==> config.mk <==
export PLATFORM = sky130hd
export DESIGN_NAME = bresenham_line_rasterizer_core
export DESIGN_NICKNAME = d
export VERILOG_FILES = /design/src/rtl/blr_pkg.sv /design/src/rtl/blr_step.sv /design/src/rtl/blr_ctrl.sv /design/src/rtl/bresenham_line_rasterizer_core.sv
export VERILOG_INCLUDE_DIRS = /design/src /design/src/rtl
export SDC_FILE = /design/constraint.sdc
export NUM_CORES = 1
export LEC_CHECK = 0
export BUFFER_PORTS_ARGS = -buffer_cell sky130_fd_sc_hd__buf_2
export CELL_PAD_IN_SITES_DETAIL_PLACEMENT = 1
export CELL_PAD_IN_SITES_GLOBAL_PLACEMENT = 1
export CORE_ASPECT_RATIO = 1.1
export CORE_MARGIN = 2
export CORE_UTILIZATION = 40
export DETAILED_ROUTE_END_ITERATION = 7
export PLACE_DENSITY = 0.78
export SLEW_MARGIN = 40
export SYNTH_ARGS = -nofsm -noshare
export SYNTH_HDL_FRONTEND = slang
export SYNTH_SLANG_ARGS = --single-unit
==> constraint.sdc <==
create_clock -name i_clk -period 8.15 [get_ports i_clk]
set_clock_uncertainty 0.2 [all_clocks]
set_input_delay 0.815 -clock i_clk [delete_from_list [all_inputs] [get_ports i_clk]]
set_output_delay 0.815 -clock i_clk [all_outputs]
set_load 0.01 [all_outputs]
==> src/rtl/bresenham_line_rasterizer_core_assert.svh <==
// Assertion macros for the line rasterizer RTL, used by the sequencer.
`ifndef BRESENHAM_LINE_RASTERIZER_CORE_ASSERT_SVH
`define BRESENHAM_LINE_RASTERIZER_CORE_ASSERT_SVH
`ifndef SYNTH
// Same-cycle implication, disabled during reset.
`define BLR_ASSERT_IMPL(lbl, clk, rst_n, ante, cons) \
    lbl: assert property (@(posedge clk) disable iff (!rst_n) (ante) |-> (cons)) \
        else $error("line rasterizer assertion failed");
// Next-cycle implication, disabled during reset.
`define BLR_ASSERT_NEXT(lbl, clk, rst_n, ante, cons) \
    lbl: assert property (@(posedge clk) disable iff (!rst_n) (ante) |=> (cons)) \
        else $error("line rasterizer assertion failed");
`else
`define BLR_ASSERT_IMPL(lbl, clk, rst_n, ante, cons)
`define BLR_ASSERT_NEXT(lbl, clk, rst_n, ante, cons)
`endif
`endif

==> src/rtl/blr_pkg.sv <==
// Types, constants and helpers shared by the line rasterizer modules.
`default_nettype none
package blr_pkg;

    localparam int SCREEN_WIDTH = 64;
    localparam int COORD_W      = 6;
    localparam int ADDR_W       = 12;
    localparam int COLOR_W      = 8;
    localparam int GLYPH_W      = 16;
    localparam int ERR_W        = 8;

    // One line command.
    typedef struct packed {
        logic [COORD_W-1:0] start_x;
        logic [COORD_W-1:0] end_x;
        logic [COORD_W-1:0] start_y;
        logic [COORD_W-1:0] end_y;
        logic [COLOR_W-1:0] line_color;
        logic [GLYPH_W-1:0] glyph_code;
    } t_line_cmd;

    // One pixel write.
    typedef struct packed {
        logic [COORD_W-1:0] pixel_x;
        logic [COORD_W-1:0] pixel_y;
        logic [ADDR_W-1:0]  pixel_address;
        logic [COLOR_W-1:0] pixel_color;
        logic [GLYPH_W-1:0] pixel_glyph;
        logic               last_pixel;
    } t_pixel_wr;

    // Sequencer commands to the stepping unit.
    typedef struct packed {
        logic load;
        logic advance;
    } t_step_ctl;

    // Stepping unit status and current pixel.
    typedef struct packed {
        logic [COORD_W-1:0] x;
        logic [COORD_W-1:0] y;
        logic               last;
    } t_step_sts;

    typedef enum logic [1:0] {
        S_IDLE,
        S_SETUP,
        S_EMIT
    } t_state;

    // Linear frame-buffer index of a pixel.
    function automatic logic [ADDR_W-1:0] pixel_addr(input logic [COORD_W-1:0] x,
                                                     input logic [COORD_W-1:0] y);
        logic [ADDR_W-1:0] prod;
        prod = ADDR_W'(y) * ADDR_W'(SCREEN_WIDTH);
        return prod + ADDR_W'(x);
    endfunction

endpackage
`default_nettype wire

==> src/rtl/blr_step.sv <==
// Bresenham stepping unit: setup of the walk and the shared error-term adder.
`default_nettype none
module blr_step (
    input  wire logic              i_clk,
    input  wire blr_pkg::t_line_cmd i_cmd,
    input  wire blr_pkg::t_step_ctl i_ctl,
    output blr_pkg::t_step_sts      o_sts
);
    import blr_pkg::*;

    // Walk state: major and minor coordinates, end of the major axis, error.
    logic               r_xmaj, n_xmaj;
    logic               r_neg, n_neg;
    logic [COORD_W-1:0] r_maj, n_maj;
    logic [COORD_W-1:0] r_min, n_min;
    logic [COORD_W-1:0] r_end, n_end;
    logic [ERR_W-1:0]   r_err, n_err;
    logic [ERR_W-1:0]   r_inc_lo, n_inc_lo;
    logic [ERR_W-1:0]   r_inc_hi, n_inc_hi;

    // Setup terms.
    logic [COORD_W:0]   dx, dy;
    logic [COORD_W-1:0] adx, ady, amaj, amin;
    logic               dx_neg, dy_neg, xmaj;
    logic               take_minor;
    logic [ERR_W-1:0]   err_add;

    always_comb begin
        dx     = {1'b0, i_cmd.end_x} - {1'b0, i_cmd.start_x};
        dy     = {1'b0, i_cmd.end_y} - {1'b0, i_cmd.start_y};
        dx_neg = dx[COORD_W];
        dy_neg = dy[COORD_W];
        adx    = dx_neg ? COORD_W'(-dx) : dx[COORD_W-1:0];
        ady    = dy_neg ? COORD_W'(-dy) : dy[COORD_W-1:0];
        xmaj   = (ady <= adx);
        amaj   = xmaj ? adx : ady;
        amin   = xmaj ? ady : adx;

        // The x-major walk steps minor on a non-negative error, y-major on a positive one.
        take_minor = r_xmaj ? !r_err[ERR_W-1] : (!r_err[ERR_W-1] && (r_err != '0));
        err_add    = take_minor ? r_inc_hi : r_inc_lo;

        n_xmaj   = r_xmaj;
        n_neg    = r_neg;
        n_maj    = r_maj;
        n_min    = r_min;
        n_end    = r_end;
        n_err    = r_err;
        n_inc_lo = r_inc_lo;
        n_inc_hi = r_inc_hi;

        if (i_ctl.load) begin
            // Start from the end point with the lower major coordinate.
            n_xmaj   = xmaj;
            n_neg    = dx_neg != dy_neg;
            n_inc_lo = ERR_W'({amin, 1'b0});
            n_inc_hi = ERR_W'({amin, 1'b0}) - ERR_W'({amaj, 1'b0});
            n_err    = ERR_W'({amin, 1'b0}) - ERR_W'(amaj);
            if (xmaj) begin
                n_maj = dx_neg ? i_cmd.end_x : i_cmd.start_x;
                n_min = dx_neg ? i_cmd.end_y : i_cmd.start_y;
                n_end = dx_neg ? i_cmd.start_x : i_cmd.end_x;
            end else begin
                n_maj = dy_neg ? i_cmd.end_y : i_cmd.start_y;
                n_min = dy_neg ? i_cmd.end_x : i_cmd.start_x;
                n_end = dy_neg ? i_cmd.start_y : i_cmd.end_y;
            end
        end else if (i_ctl.advance) begin
            n_maj = r_maj + COORD_W'(1);
            n_err = r_err + err_add;
            if (take_minor) begin
                n_min = r_neg ? (r_min - COORD_W'(1)) : (r_min + COORD_W'(1));
            end
        end
    end

    always_ff @(posedge i_clk) begin
        r_xmaj   <= n_xmaj;
        r_neg    <= n_neg;
        r_maj    <= n_maj;
        r_min    <= n_min;
        r_end    <= n_end;
        r_err    <= n_err;
        r_inc_lo <= n_inc_lo;
        r_inc_hi <= n_inc_hi;
    end

    // Current pixel in screen coordinates.
    always_comb begin
        o_sts.x    = r_xmaj ? r_maj : r_min;
        o_sts.y    = r_xmaj ? r_min : r_maj;
        o_sts.last = (r_maj == r_end);
    end

endmodule
`default_nettype wire

==> src/rtl/blr_ctrl.sv <==
// Sequencer: command capture, walk control and the output handshake.
`default_nettype none
`include "bresenham_line_rasterizer_core_assert.svh"
module blr_ctrl (
    input  wire logic               i_clk,
    input  wire logic               i_rst_n,
    input  wire logic               i_in_valid,
    output logic                    o_in_stall,
    input  wire blr_pkg::t_line_cmd i_in_item,
    output logic                    o_out_valid,
    input  wire logic               i_out_stall,
    output blr_pkg::t_line_cmd      o_cmd,
    output blr_pkg::t_step_ctl      o_ctl,
    input  wire blr_pkg::t_step_sts i_sts
);
    import blr_pkg::*;

    t_state    r_state, n_state;
    t_line_cmd r_cmd;
    logic      accept;

    assign accept = i_in_valid && !o_in_stall;
    assign o_cmd  = r_cmd;

    // Command register holds the item for the whole walk.
    always_ff @(posedge i_clk) begin
        if (accept) begin
            r_cmd <= i_in_item;
        end
    end

    always_ff @(posedge i_clk) begin
        if (!i_rst_n) begin
            r_state <= S_IDLE;
        end else begin
            r_state <= n_state;
        end
    end

    // Next state and step commands.
    always_comb begin
        n_state       = r_state;
        o_in_stall    = 1'b1;
        o_out_valid   = 1'b0;
        o_ctl.load    = 1'b0;
        o_ctl.advance = 1'b0;
        unique case (r_state)
            S_IDLE: begin
                o_in_stall = 1'b0;
                if (i_in_valid) begin
                    n_state = S_SETUP;
                end
            end
            S_SETUP: begin
                o_ctl.load = 1'b1;
                n_state    = S_EMIT;
            end
            S_EMIT: begin
                o_out_valid = 1'b1;
                if (!i_out_stall) begin
                    if (i_sts.last) begin
                        n_state = S_IDLE;
                    end else begin
                        o_ctl.advance = 1'b1;
                    end
                end
            end
            default: begin
                n_state = S_IDLE;
            end
        endcase
    end

    `BLR_ASSERT_NEXT(a_accept_setup, i_clk, i_rst_n, accept, r_state == S_SETUP)
    `BLR_ASSERT_NEXT(a_setup_emit, i_clk, i_rst_n, r_state == S_SETUP, o_out_valid)
    `BLR_ASSERT_NEXT(a_hold_pixel, i_clk, i_rst_n, o_out_valid && i_out_stall, o_out_valid && $stable(i_sts))
    `BLR_ASSERT_NEXT(a_last_done, i_clk, i_rst_n, o_out_valid && !i_out_stall && i_sts.last, !o_out_valid)

endmodule
`default_nettype wire

==> src/rtl/bresenham_line_rasterizer_core.sv <==
// Top level of the Bresenham line rasterizer: one line command in, its pixel writes out.
// After a command is accepted, S_SETUP loads the walk and S_EMIT then offers the pixel writes.
// Throughput: one pixel write per cycle while not stalled, max(|dx|,|dy|)+1 writes per line;
// the shared error-term adder sets the pace.
// A new command is taken only after the last pixel of the previous line is delivered.
// Reset (synchronous, active low) returns the sequencer to idle and drops any line in progress.
`default_nettype none
module bresenham_line_rasterizer_core (
    input  wire logic               i_clk,
    input  wire logic               i_rst_n,
    input  wire logic               i_in_valid,
    output logic                    o_in_stall,
    input  wire blr_pkg::t_line_cmd i_in_item,
    output logic                    o_out_valid,
    input  wire logic               i_out_stall,
    output blr_pkg::t_pixel_wr      o_out_item
);
    import blr_pkg::*;

    t_line_cmd cmd;
    t_step_ctl ctl;
    t_step_sts sts;

    blr_ctrl u_ctrl (
        .i_clk       (i_clk),
        .i_rst_n     (i_rst_n),
        .i_in_valid  (i_in_valid),
        .o_in_stall  (o_in_stall),
        .i_in_item   (i_in_item),
        .o_out_valid (o_out_valid),
        .i_out_stall (i_out_stall),
        .o_cmd       (cmd),
        .o_ctl       (ctl),
        .i_sts       (sts)
    );

    blr_step u_step (
        .i_clk (i_clk),
        .i_cmd (cmd),
        .i_ctl (ctl),
        .o_sts (sts)
    );

    // Pixel write assembled from the walk registers and the held command.
    always_comb begin
        o_out_item.pixel_x       = sts.x;
        o_out_item.pixel_y       = sts.y;
        o_out_item.pixel_address = pixel_addr(sts.x, sts.y);
        o_out_item.pixel_color   = cmd.line_color;
        o_out_item.pixel_glyph   = cmd.glyph_code;
        o_out_item.last_pixel    = sts.last;
    end

endmodule
`default_nettype wire

# [Word level (Yosys, flattened, before mapping)]
# Cells that the tools add are included.
[op_classes] add_sub_neg=11 order_cmp=1 eq_ne=7 muxes=35 n_reduce_logical=9
[ops] cell="6-bit 2-to-1 mux" count=21
[ops] cell="8-bit 2-to-1 mux" count=3
[ops] cell="6-bit by 6-bit subtractor with 7-bit output" count=2
[ops] cell="12-bit by 6-bit adder with 12-bit output" count=1
[ops] cell="6-bit by 1-bit adder with 6-bit output (second input constant)" count=2
[ops] cell="6-bit negation" count=2
[ops] cell="8-bit adder" count=1
[ops] cell="8-bit nonzero test" count=1
[ops] cell="7-bit by 6-bit subtractor with 8-bit output" count=1
[ops] cell="7-bit by 7-bit subtractor with 8-bit output" count=1
[ops] cell="1-bit 2-to-1 mux" count=7
[ops] cell="6-bit equality test" count=1
[ops] cell="6-bit <= comparator" count=1
[ops] cell="2-bit 2-to-1 mux" count=3
[ops] cell="2-bit != test (second input constant)" count=3
[ops] cell="2-bit one-hot mux with 3 select lines" count=1
[ops] cell="6-bit by 1-bit subtractor with 6-bit output (second input constant)" count=1
[ops] cell="2-bit nonzero test" count=2
[ops] cell="3-bit AND reduction" count=1
[ops] cell="2-bit by 1-bit equality test with 1-bit output (second input constant)" count=1
[ops] cell="2-bit equality test (second input constant)" count=1
[ops] cell="1-bit logical AND" count=2
[ops] cell="2-bit zero test" count=1
[ops] cell="2-bit AND reduction" count=1
[ops] cell="2 further kinds" count=2
[word_totals] reg_bits=92 input_bits=52 output_inout_bits=51 word_cells=78

# [Depth between registers and ports, before layout]
# Gate-level depths: netlist (run 1).
[depth] word_depth=7 ltp_mapped=27 depth_no_buf=24

# [By module]
# From an unflattened synthesis (run 1), not the netlist that was laid out.
[unflattened] cells_unflattened=579 hier_area_um2=6073.3
[by_module_without_submodules] mod="blr_step" instances=1 cells_per_inst=505 area_each_um2=4426.7 seq_area_each_um2=1231.2
[by_module_without_submodules] mod="blr_ctrl" instances=1 cells_per_inst=62 area_each_um2=1556.5 seq_area_each_um2=1481.4
[by_module_without_submodules] mod="bresenham_line_rasterizer_core" instances=1 cells_per_inst=12 area_each_um2=90.1 seq_area_each_um2=0.0

# [Worst setup path before layout (run 1)]
# No wires, ideal clock.
[synth_path] kind="register to register" start="register u_ctrl.r_cmd (netlist bit u_ctrl.o_cmd[30])" end="register u_step.r_err[6] (data pin)" setup_time_ps=255 t_arrival_ps=5826 required_time_ps=7695 path_slack_ps=1869 path_stages_with_launch=26 path_buffers=3 synth_period_minus_slack_ps=6281 path_cell_list="edfxtp_1 -> ha_1 -> fa_1 -> ha_1 -> nor2b_1 -> and4_1 -> a211o_1 -> nor3b_1 -> or3b_4 -> ha_1 -> nand2_1 -> o21ai_0 -> o22a_1 -> inv_1 -> buf_1 -> buf_1 -> buf_1 -> nand2_1 -> o21ai_0 -> fa_1 -> a21o_1 -> o21ai_0 -> a22oi_1 -> a21oi_1 -> or4_1 -> and3_1"
[synth_via] elab_chain_cells=7 elab_cells_between_ends=8 classes_between="3 x add/sub; 1 x order compare; 4 x mux"
[synth_lines] element="start, declared" line_no="blr_ctrl.sv:19" text="t_line_cmd r_cmd;"
[synth_lines] element="start signal, assigned" line_no="blr_ctrl.sv:28" text="r_cmd <= i_in_item;"
[synth_lines] element="6-bit by 6-bit subtractor with 7-bit output *" line_no="blr_step.sv:30" text="dy = {1'b0, i_cmd.end_y} - {1'b0, i_cmd.start_y};"
[synth_lines] element="6-bit negation" line_no="blr_step.sv:34" text="ady = dy_neg ? COORD_W'(-dy) : dy[COORD_W-1:0];"
[synth_lines] element="6-bit 2-to-1 mux *" line_no="blr_step.sv:34"
[synth_lines] element="6-bit <= comparator *" line_no="blr_step.sv:35" text="xmaj = (ady <= adx);"
[synth_lines] element="named net u_step.xmaj" line_no="blr_step.sv:24" text="logic dx_neg, dy_neg, xmaj;"
[synth_lines] element="6-bit 2-to-1 mux (on tied branches)" line_no="blr_step.sv:37, blr_step.sv:36"
[synth_lines] element="7-bit by 6-bit subtractor with 8-bit output *" line_no="blr_step.sv:58" text="n_err = ERR_W'({amin, 1'b0}) - ERR_W'(amaj);"
[synth_lines] element="8-bit 2-to-1 mux *" line_no="blr_step.sv:52" text="if (i_ctl.load) begin"
[synth_lines] element="named net u_step.n_err[6]" line_no="blr_step.sv:17" text="logic [ERR_W-1:0] r_err, n_err;"
[synth_lines] element="end signal, assigned" line_no="blr_step.sv:83" text="r_err <= n_err;"
[synth_lines] element="end, declared" line_no="blr_step.sv:17"
# Mark *: on every way through the listed nets, which the timed path passes. The rest lies on a longest branch.
# A chain may end at the register's enable or synchronous reset.

# [Worst setup path in the final report (run 1)]
[layout_path] start="register u_ctrl.r_cmd (netlist bit u_ctrl.o_cmd[24])" end="register u_step.r_err[6] (data pin)"
[layout_via] elab_chain_cells=7 elab_cells_between_ends=8 classes_between="3 x add/sub; 1 x order compare; 4 x mux"
[layout_lines] element="6-bit by 6-bit subtractor with 7-bit output *" line_no="blr_step.sv:30"
[layout_lines] element="6-bit negation" line_no="blr_step.sv:34"
[layout_lines] element="6-bit 2-to-1 mux *" line_no="blr_step.sv:34"
[layout_lines] element="6-bit <= comparator" line_no="blr_step.sv:35"
[layout_lines] element="6-bit 2-to-1 mux *" line_no="blr_step.sv:37" text="amin = xmaj ? ady : adx;"
[layout_lines] element="named net u_step.amin[0]" line_no="blr_step.sv:23" text="logic [COORD_W-1:0] adx, ady, amaj, amin;"
[layout_lines] element="7-bit by 6-bit subtractor with 8-bit output *" line_no="blr_step.sv:58"
[layout_lines] element="8-bit 2-to-1 mux *" line_no="blr_step.sv:52"
[layout_lines] element="named net u_step.n_err[6]" line_no="blr_step.sv:17"
# Marked as above.

==> results of run 1 <==
routing by layer:
layer | up-vias | routed length (um)
met5 | - | 0
met4 | 0 | 150
met3 | 11 | 669
met2 | 103 | 8144
met1 | 2271 | 6641
li1 | 2266 | -
cell usage after synthesis, types with 3 or more instances:
library cell,count
buf_4,37
nor3_1,6
o211ai_1,3
and4_1,3
edfxtp_1,89
nand2b_1,5
or2_2,4
a21oi_1,41
a221oi_1,3
and2_1,3
mux2_2,24
xor2_1,17
and3_1,5
a21boi_0,4
buf_1,5
clkbuf_1,13
a31oi_1,3
ha_1,35
nor2b_1,6
a21o_1,9
xnor2_1,26
fa_1,5
o21bai_1,5
o21ai_0,46
nor3b_1,3
a311o_1,5
inv_1,38
mux2i_1,17
nand2_1,48
o21a_1,4
nand3_1,8
o31ai_1,3
a211oi_1,10
nor2_1,32
kinds of logic (layout without fill, tap and decap cells):
kind of cell / count (synthesis) / in the layout / share of synthesized area, %
AOI/OAI and AO/OA: 151 / 151 / 15.28
and+or+nand+nor: 137 / 137 / 10.86
buffers and inverters: 96 / 162 / 8.152
DFF: 91 / 91 / 43.42
xor gates and xnor gates: 43 / 43 / 6.028
muxes: 43 / 43 / 7.651
adders and majority gates: 40 / 40 / 8.612
area by class of cell:
class | instances | area, sq um | share of cell area (%)
Tap cell | 196 | 245.2 | 3.518
Sequential cell | 91 | 2713 | 38.91
Multi-Input combinational cell | 414 | 3035 | 43.54
Inverter | 38 | 142.6 | 2.046
Timing Repair Buffer | 109 | 563.0 | 8.076
Clock inverter | 6 | 47.55 | 0.6820
Clock buffer | 9 | 225.2 | 3.230
worst min path at each step:
stage | from | to | slack (ns) | cells after the start
after floorplan | u_step.r_min[0] | u_step.r_min[0] | 0.39 | 1
after global placement | u_ctrl.r_state[0] | u_ctrl.r_state[1] | 0.39 | 3
after detailed placement | u_ctrl.r_state[0] | u_ctrl.r_state[1] | 0.44 | 3
after CTS | i_in_item[14] | u_ctrl.o_cmd[14] | 0.43 | 1
after global routing | i_in_item[13] | u_ctrl.o_cmd[13] | 0.42 | 1
final | i_in_item[14] | u_ctrl.o_cmd[14] | 0.44 | 1
power breakdown:
group	internal, mW	switching (mW)	leakage (nW)
sequential	0.644	0.0422	0.855
combinational	0.555	0.821	1.92
clock	0.208	0.178	0.138
total	1.41	1.04	2.92
state kept, by name (all words and copies together), names as in the netlist, 2 cells and up:
name and flops:
u_ctrl.o_cmd 48, u_step.r_min 6, u_step.r_end 6, u_step.r_inc_hi 7
u_step.r_inc_lo 6, u_step.r_maj 6, u_ctrl.r_state 2, u_step.r_err 8
==> impl_metrics.yaml, run 1 <==
run_status:
  status: "completed"
routing:
  routedWlPerCell_um: 18.08
  dr.pass1.iters: 4
  drc_errors: 0
  viasPerCell: 5.389
  ant_nets: 0
  drtIter0Drc: 178
  wl_um: 15610
  vias: 4651
setup_path:
  cp_max_fo: 39
  reg2reg_slack_ns: 1.56
  critPathLaunch: "u_ctrl.o_cmd[24]"
  cpPeakStageDelay_ns: 0.47
  path_depth: 24
  crit_type: "reg -> reg"
  cpLargestDelayFamily: "simple AND/OR/NAND/NOR gates"
  r2r_start: "u_ctrl.o_cmd[24]"
  crit_path_cell_trace: "inv_1 -> ha_1 -> fa_1 -> ha_1 -> nor2b_1 -> and4_1 -> a211o_1 -> nor3b_1 -> or3b_4 -> ha_1 -> nand4_1 -> a21oi_1 -> o22a_1 -> inv_1 -> buf_4 -> nor2_1 -> a21oi_1 -> fa_1 -> a21o_1 -> o21ai_0 -> a22oi_1 -> a21oi_1 -> or4_1 -> and3_1"
  cpMaxStageDelayCell: "fa_1"
  start_kind: "register"
  r2r-end: "u_step.r_err[6]"
  cp.required_ns: 8.05
  r2r_cells: 24
  cp-endpoint: "u_step.r_err[6]"
  cp_data_arrival_time_ns: 6.49
  end_kind: "register"
  path_buf_inv: 3
finish:
  design_area_sq_um: 6972
  antennaDiodeCount: 0
  utilization_pct: 45.95
  layout_common_cells: "buf_2 (102), edfxtp_1 (89), nand2_1 (48)"
  layout_commonest_cell: "buf_2"
  drive_gt1_share_pct: 24.89
  area_delta_synth_final_pct: 11.60
  fillers: 1712
  nets: 755
  fin_cells: 863
floorplan:
  die_w_um: 123.2
  core_area_sq_um: 15170
  initial_utilization_pct: 41.18
  die_h_um: 135.1
  die_area_sq_um: 16630
  rows: 47
  pin_count: 103
sta:
  finalSetupViolations: 0
  hold_ws_ns: 0.4367
  rsz0062_at_grt: "no"
  slew_headroom_pct: 50.50
  fmax_mhz: 151.8
  slew_violations: 0
  final_critical_path_setup_slack_ns: 1.562
  tightest_slew_ns: 0.7425
  fin_crit_ns: 6.588
  period_share_pct: 80.83
  finalSetupTns_ns: 0
  final_hold_viol_count: 0
synthesis:
  syn-num-nets: 693
  synth-main-ff-cell: "edfxtp_1"
  yosys_warnings: 0
  synth-edff-count: 89
  avgSynthCellArea_sq_um: 10.39
  ys_top_cells_by_area: "edfxtp_1 (43%), ha_1 (7.0%), buf_4 (4.4%), mux2_2 (4.3%), o21ai_0 (3.7%)"
  async_reset_ff_share_pct: 0
  netlist.area_leader.share_pct: 42.78
  synth.distinct_cells: 63
  yosysSeqAreaShare_pct: 43.42
  ys_ff_latch: 91
  synth_top_cell_by_area: "edfxtp_1"
  syn-cell-area_sq_um: 6247
  synthCells: 601
clocking:
  hold_buffers: 0
  cts_tree: "built"
  numCtsBuffers: 9
  path_clk_slew_ns: 0.06
  cts_resized: 0
  clock_sinks: 91
  clk_path_buf_depth: 2
  clk_latency_ns: 0.35
  post_cts_buffers: 0
  cts_max_level: 3
  cts_root_buf: "clkbuf_16"
grt:
  grt-busiest-layer: "met2"
  grt_start_max_net_pins: 44
  grt_use_met3_pct: 3.674
  grt-ovfl-total: 0
  antenna_found_initial: 0
  globalRouteMet1Util_pct: 24.79
  use_met2_pct: 35.32
  grt_pass1_wl_um: 25680
  first_global_vias: 5073
  grt.total_usage_pct: 20.00
min_path:
  hold_class: "in -> reg"
placed_design:
  dp_hpwl_um: 12320
  dp.cells: 848
  place_area_sq_um: 6699
  preCtsSetupSlack_ns: 1.616
  gp_congestion: 0.8481
  portBuffers: 102
power:
  power_mw: 2.449
  power.leakage_nw: 2.918
  p_per_area_nw_per_um2: 351.3
  peakVddDrop_v: 0.0001952
flow_run:
  cap_viol_max_count: 0
(Power assumes the default switching activity.)
==> run 2, diff against run 1 <==
- ABC_AREA: unset -> 1
- CORE_UTILIZATION: 40 -> 39
- PLACE_DENSITY: 0.78 -> 0.82
- clock period: 8.15 -> 5.5 ns (I/O delays scaled with it)
==> run 2 against run 1 <==
  * Worst setup slack got worse by 1.1 ns
  * Final cell count increased by 17%
  * Flip-flop and latch count unchanged
  * Worst hold slack got worse by 0.27 ns
  * Critical endpoint is now u_step.r_err[5]
==> impl_metrics.yaml, run 2 <==
run_status:
  status: "completed"
synthesis:
  yosys_warnings: 0
  synthCells: 741
  synth_top_cell_by_area: "edfxtp_1"
  synth.distinct_cells: 40
  netlist.area_leader.share_pct: 43.28
  yosysSeqAreaShare_pct: 43.93
  synth-main-ff-cell: "edfxtp_1"
  synth_common_cells: "nand2_1 (176), inv_1 (95), edfxtp_1 (89)"
  async_reset_ff_share_pct: 0
  syn-num-nets: 833
  ys_top_cells_by_area: "edfxtp_1 (43%), nand2_1 (11%), ha_1 (7.1%), inv_1 (5.8%), o21ai_0 (4.6%)"
  ys_ff_latch: 91
  syn-cell-area_sq_um: 6175
  avgSynthCellArea_sq_um: 8.333
  yosys.cell_count.top_type: "nand2_1"
  synth-edff-count: 89
clocking:
  hold_buffers: 0
  clk_latency_ns: 0.35
  clock_sinks: 91
  cts_max_level: 3
  cts_root_buf: "clkbuf_16"
  post_cts_buffers: 0
  numCtsBuffers: 9
  clk_path_buf_depth: 2
  cts_tree: "built"
  cts_resized: 0
  path_clk_slew_ns: 0.07
sta:
  tightest_slew_ns: 0.7371
  final_hold_viol_count: 0
  finalSetupViolations: 0
  fmax_mhz: 198.3
  fin_crit_ns: 5.043
  finalSetupTns_ns: 0
  slew_headroom_pct: 50.68
  rsz0062_at_grt: "no"
  slew_violations: 0
  period_share_pct: 91.69
routing:
  vias: 5141
  ant_nets: 0
  viasPerCell: 5.095
  wl_um: 15990
  drtIter0Drc: 200
  drc_errors: 0
  dr.pass1.iters: 4
  routedWlPerCell_um: 15.84
floorplan:
  core_area_sq_um: 15620
  pin_count: 103
  initial_utilization_pct: 39.54
  die_w_um: 124.0
  die_h_um: 136.0
  rows: 48
  die_area_sq_um: 16860
setup_path:
  crit_type: "reg -> reg"
  cp_data_arrival_time_ns: 4.94
  start_kind: "register"
  cp.required_ns: 5.40
  cp_max_fo: 24
  end_kind: "register"
finish:
  largest_reg_flops: 48
  layout_commonest_cell: "nand2_1"
  area_delta_synth_final_pct: 11.89
  drive_gt1_share_pct: 17.92
  design_area_sq_um: 6909
  nets: 896
  utilization_pct: 44.25
  antennaDiodeCount: 0
  layout_common_cells: "nand2_1 (176), buf_2 (102), inv_1 (95)"
grt:
  antenna_found_initial: 0
  grt_start_max_net_pins: 50
  grt-ovfl-total: 0
  grt.total_usage_pct: 19.82
  grt_pass1_wl_um: 25850
  first_global_vias: 5265
power:
  p_sw_mw: 1.597
  p_seq_share_pct: 28.6
  sw_frac_of_total_pct: 45.59
  power.leakage_nw: 3.247
  p_per_area_nw_per_um2: 507.1
  peakVddDrop_v: 0.0002224
  p_int_mw: 1.906
  comb_power_share_pct: 54.2
  clockPowerShare_pct: 17.2
placed_design:
  place_area_sq_um: 6621
  gp_congestion: 0.8592
  dp_hpwl_um: 12440
  portBuffers: 102
flow_run:
  cap_viol_max_count: 0
min_path:
  hold_class: "in -> reg"
run 2: final cells by class:
class,count,area [sq um]
clock inverter,6,58.81
inverter,98,367.9
multi-input combinational,496,2735
fill,1936,8706
clock buffer,10,229.0
timing repair buffer,108,555.5
sequential,91,2713
tap,200,250.2
run 2: final timing paths:
kind,start,endpoint,slack (ns),cells past startpoint
worst max-delay path,u_ctrl.o_cmd[28],u_step.r_err[5],0.46,26
worst min-delay path,i_in_item[8],u_ctrl.o_cmd[8],0.17,1
worst max register to register,u_ctrl.o_cmd[28],u_step.r_err[5],0.46,26
worst min register to register,u_ctrl.r_state[0],u_ctrl.r_state[0],0.48,3
run 2: kinds of logic after synthesis:
family | Yosys count | share of synthesized area [%]
XOR/XNOR | 19 | 2.695
adder cells (fa/ha/maj) | 40 | 8.713
flip-flops | 91 | 43.93
AO/OA/AOI/OAI | 135 | 12.00
AND/OR/NAND/NOR | 302 | 20.65
buffers and inverters | 154 | 12.02
run 2: per-layer routing:
layer / routed length (um) / up-vias / global-route usage [%]
li1: - / 2564 / -
met2: 7887 / 108 / 34.68
met1: 7096 / 2446 / 24.69
met3: 652 / 23 / 3.398
met5: 0 / - / 0
met4: 350 / 0 / 6.429
run 2: metrics by stage:
step                power, mW  cells  hold slack, ns  setup WS [ns]
floorplan               2.464    741          0.3834          1.362
global placement        2.813    993          0.4477         0.6951
detailed placement      2.898    993          0.4727         0.5567
CTS                     3.529   1009          0.1529         0.4792
global route            3.813   1009          0.1528        0.09681
finish                  3.504   1009          0.1685         0.4572
run 2: worst max-delay path, stage by stage, from the launching register on:
cell,delay [ns]
edfxtp_1,0.45
ha_1,0.39
nand2_1,0.12
inv_1,0.06
nand2_1,0.07
nand2_1,0.05
nor2_1,0.57
nand2_1,0.14
xor2_1,0.23
ha_1,0.37
nand2_1,0.11
nor2_2,0.19
nand2_1,0.09
nand3_2,0.08
nand2_4,0.14
inv_2,0.34
nand2_1,0.12
o21ai_2,0.12
ha_1,0.30
a21oi_1,0.14
nand2_1,0.08
nand3_1,0.10
nand2_1,0.08
nand2_1,0.07
nand2_1,0.05
nand3_1,0.07
nand2_1,0.06
run 2: power by group through the flow:
stage	Combinational (mW)	Sequential, mW	Clock [mW]
6_report	1.90	1.00	0.603
5_1_grt	2.16	1.01	0.642
4_1_cts	1.91	1.00	0.619
3_5_place_dp	1.88	1.02	0
3_3_place_gp	1.80	1.01	0
2_1_floorplan	1.47	0.993	0
==> run 3, diff against run 2 <==
--- a/config.mk
+++ b/config.mk
@@ -16,3 +16,3 @@
 export DETAILED_ROUTE_END_ITERATION = 7
-export PLACE_DENSITY = 0.82
+export PLACE_DENSITY = 0.89
 export SLEW_MARGIN = 40
==> constraint.sdc (replaced) <==
create_clock -name i_clk -period 5.5 [get_ports i_clk]
set_clock_uncertainty 0.2 [all_clocks]
set_input_delay 1.65 -clock i_clk [delete_from_list [all_inputs] [get_ports i_clk]]
set_output_delay 1.65 -clock i_clk [all_outputs]
set_load 0.01 [all_outputs]
==> run 3 against run 2 <==
  * Clock power rose by 5.8%
  * Die area unchanged
  * Utilization is 0.072 points higher
  * Register-to-register slack lost 0.08 ns
  * Final cell count hardly changed
  * Worst hold slack improved by 0.31 ns
  * Sequential share of layout area shrank 0.064 points
  * Count of clock-buffer cells in the layout down 1
  * Critical endpoint is now u_step.r_err[6]
==> impl_metrics.yaml, run 3 (synthesis results as in run 2) <==
setup_path:
  cp-endpoint: "u_step.r_err[6]"
  r2r_cells: 25
  end_kind: "register"
  cp_data_arrival_time_ns: 5.02
  cp_common_cell: "nand2_1"
  reg2reg_slack_ns: 0.38
  r2r-end: "u_step.r_err[6]"
  start_kind: "register"
  cp.required_ns: 5.40
  r2r_start: "u_ctrl.o_cmd[27]"
  crit_type: "reg -> reg"
  cp_max_fo: 24
  path_depth: 25
  cpMaxStageDelayCell: "nor2_1"
  critPathLaunch: "u_ctrl.o_cmd[27]"
  cpLargestDelayFamily: "simple AND/OR/NAND/NOR gates"
  path_buf_inv: 1
  cpPeakStageDelay_ns: 0.53
finish:
  largest_reg_flops: 48
  drive_gt1_share_pct: 17.95
  antennaDiodeCount: 0
  nets: 896
  utilization_pct: 44.32
  area_delta_synth_final_pct: 12.08
  layout_commonest_cell: "nand2_1"
  layout_common_cells: "nand2_1 (176), buf_2 (102), inv_1 (95)"
  design_area_sq_um: 6920
routing:
  vias: 5384
  ant_nets: 0
  viasPerCell: 5.341
  wl_um: 17090
  drtIter0Drc: 290
  routedWlPerCell_um: 16.96
  drc_errors: 0
  dr.pass1.iters: 6
clocking:
  clk_latency_ns: 0.36
  clock_sinks: 91
  post_cts_buffers: 0
  cts_max_level: 3
  cts_root_buf: "clkbuf_16"
  clk_path_buf_depth: 2
  numCtsBuffers: 9
  cts_tree: "built"
  hold_buffers: 0
  cts_resized: 0
  path_clk_slew_ns: 0.07
min_path:
  hold_class: "reg -> reg"
sta:
  slew_violations: 0
  finalSetupViolations: 0
  fmax_mhz: 195.1
  period_share_pct: 93.18
  final_hold_viol_count: 0
  finalSetupTns_ns: 0
  fin_crit_ns: 5.125
  slew_headroom_pct: 53.89
  rsz0062_at_grt: "no"
  tightest_slew_ns: 0.6891
grt:
  antenna_found_initial: 0
  grt_pass1_wl_um: 27520
  grt.total_usage_pct: 21.19
  first_global_vias: 5566
  grt-ovfl-total: 0
  grt_start_max_net_pins: 50
floorplan:
  rows: 48
  die_w_um: 124.0
  initial_utilization_pct: 39.54
  die_area_sq_um: 16860
  core_area_sq_um: 15620
  die_h_um: 136.0
  pin_count: 103
run_status:
  status: "completed"
power:
  power_mw: 3.573
  p_per_area_nw_per_um2: 516.3
  peakVddDrop_v: 0.0002033
  power.leakage_nw: 3.250
placed_design:
  gp_congestion: 0.9293
  dp_hpwl_um: 13230
  place_area_sq_um: 6621
  portBuffers: 102
flow_run:
  cap_viol_max_count: 0
==> run 3: worst register-to-register path, delay by kind of cell, from the launching register on <==
family | cells | cell delay, ns
AND/OR/NAND/NOR | 19 | 2.34
flip-flops | 1 | 0.46
adder cells (fa/ha/maj) | 3 | 1.11
AO/OA/AOI/OAI | 1 | 0.10
XOR/XNOR | 1 | 0.38
buffers and inverters | 1 | 0.25
==> run 3: power breakdown <==
part	leakage, nW	internal, mW	switching (mW)
clock network	0.140	0.355	0.283
logic	2.25	0.649	1.28
registers	0.856	0.945	0.0607
total	3.25	1.95	1.62
==> run 3: metal layers <==
| metal | wire [um] | GRT usage, % |
|---|---|---|
| met2 | 8505 | 36.69 |
| met1 | 7035 | 25.68 |
| met3 | 925 | 3.104 |
| met4 | 624 | 10.11 |
| met5 | 0 | 0 |
==> run 3: metrics by stage <==
step	cells	setup slack (ns)	hold slack, ns
final	1008	0.3752	0.4783
after global routing	1008	0.01281	0.5393
after CTS	1008	0.5097	0.4791
after detailed placement	993	0.5300	0.4689
after global placement	993	0.7185	0.4446
after floorplan	741	1.141	0.3834
==> run 3: worst min-delay path by stage <==
stage                            from                end  slack [ns]  cells past startpoint
floorplan            u_ctrl.o_cmd[26]    u_step.r_end[2]        0.38                      2
global placement    u_ctrl.r_state[0]  u_ctrl.r_state[0]        0.44                      3
detailed placement  u_ctrl.r_state[0]  u_ctrl.r_state[0]        0.47                      3
CTS                 u_ctrl.r_state[0]  u_ctrl.r_state[0]        0.48                      3
global route        u_ctrl.r_state[0]  u_ctrl.r_state[0]        0.54                      3
finish              u_ctrl.r_state[0]  u_ctrl.r_state[0]        0.48                      3
==> run 3: cell type report <==
type	instances	area (sq um)
Fill cell	1907	8695
Multi-Input combinational cell	496	2735
Sequential cell	91	2713
Timing Repair Buffer	108	555.5
Inverter	98	367.9
Tap cell	200	250.2
Clock buffer	9	225.2
Clock inverter	6	73.82
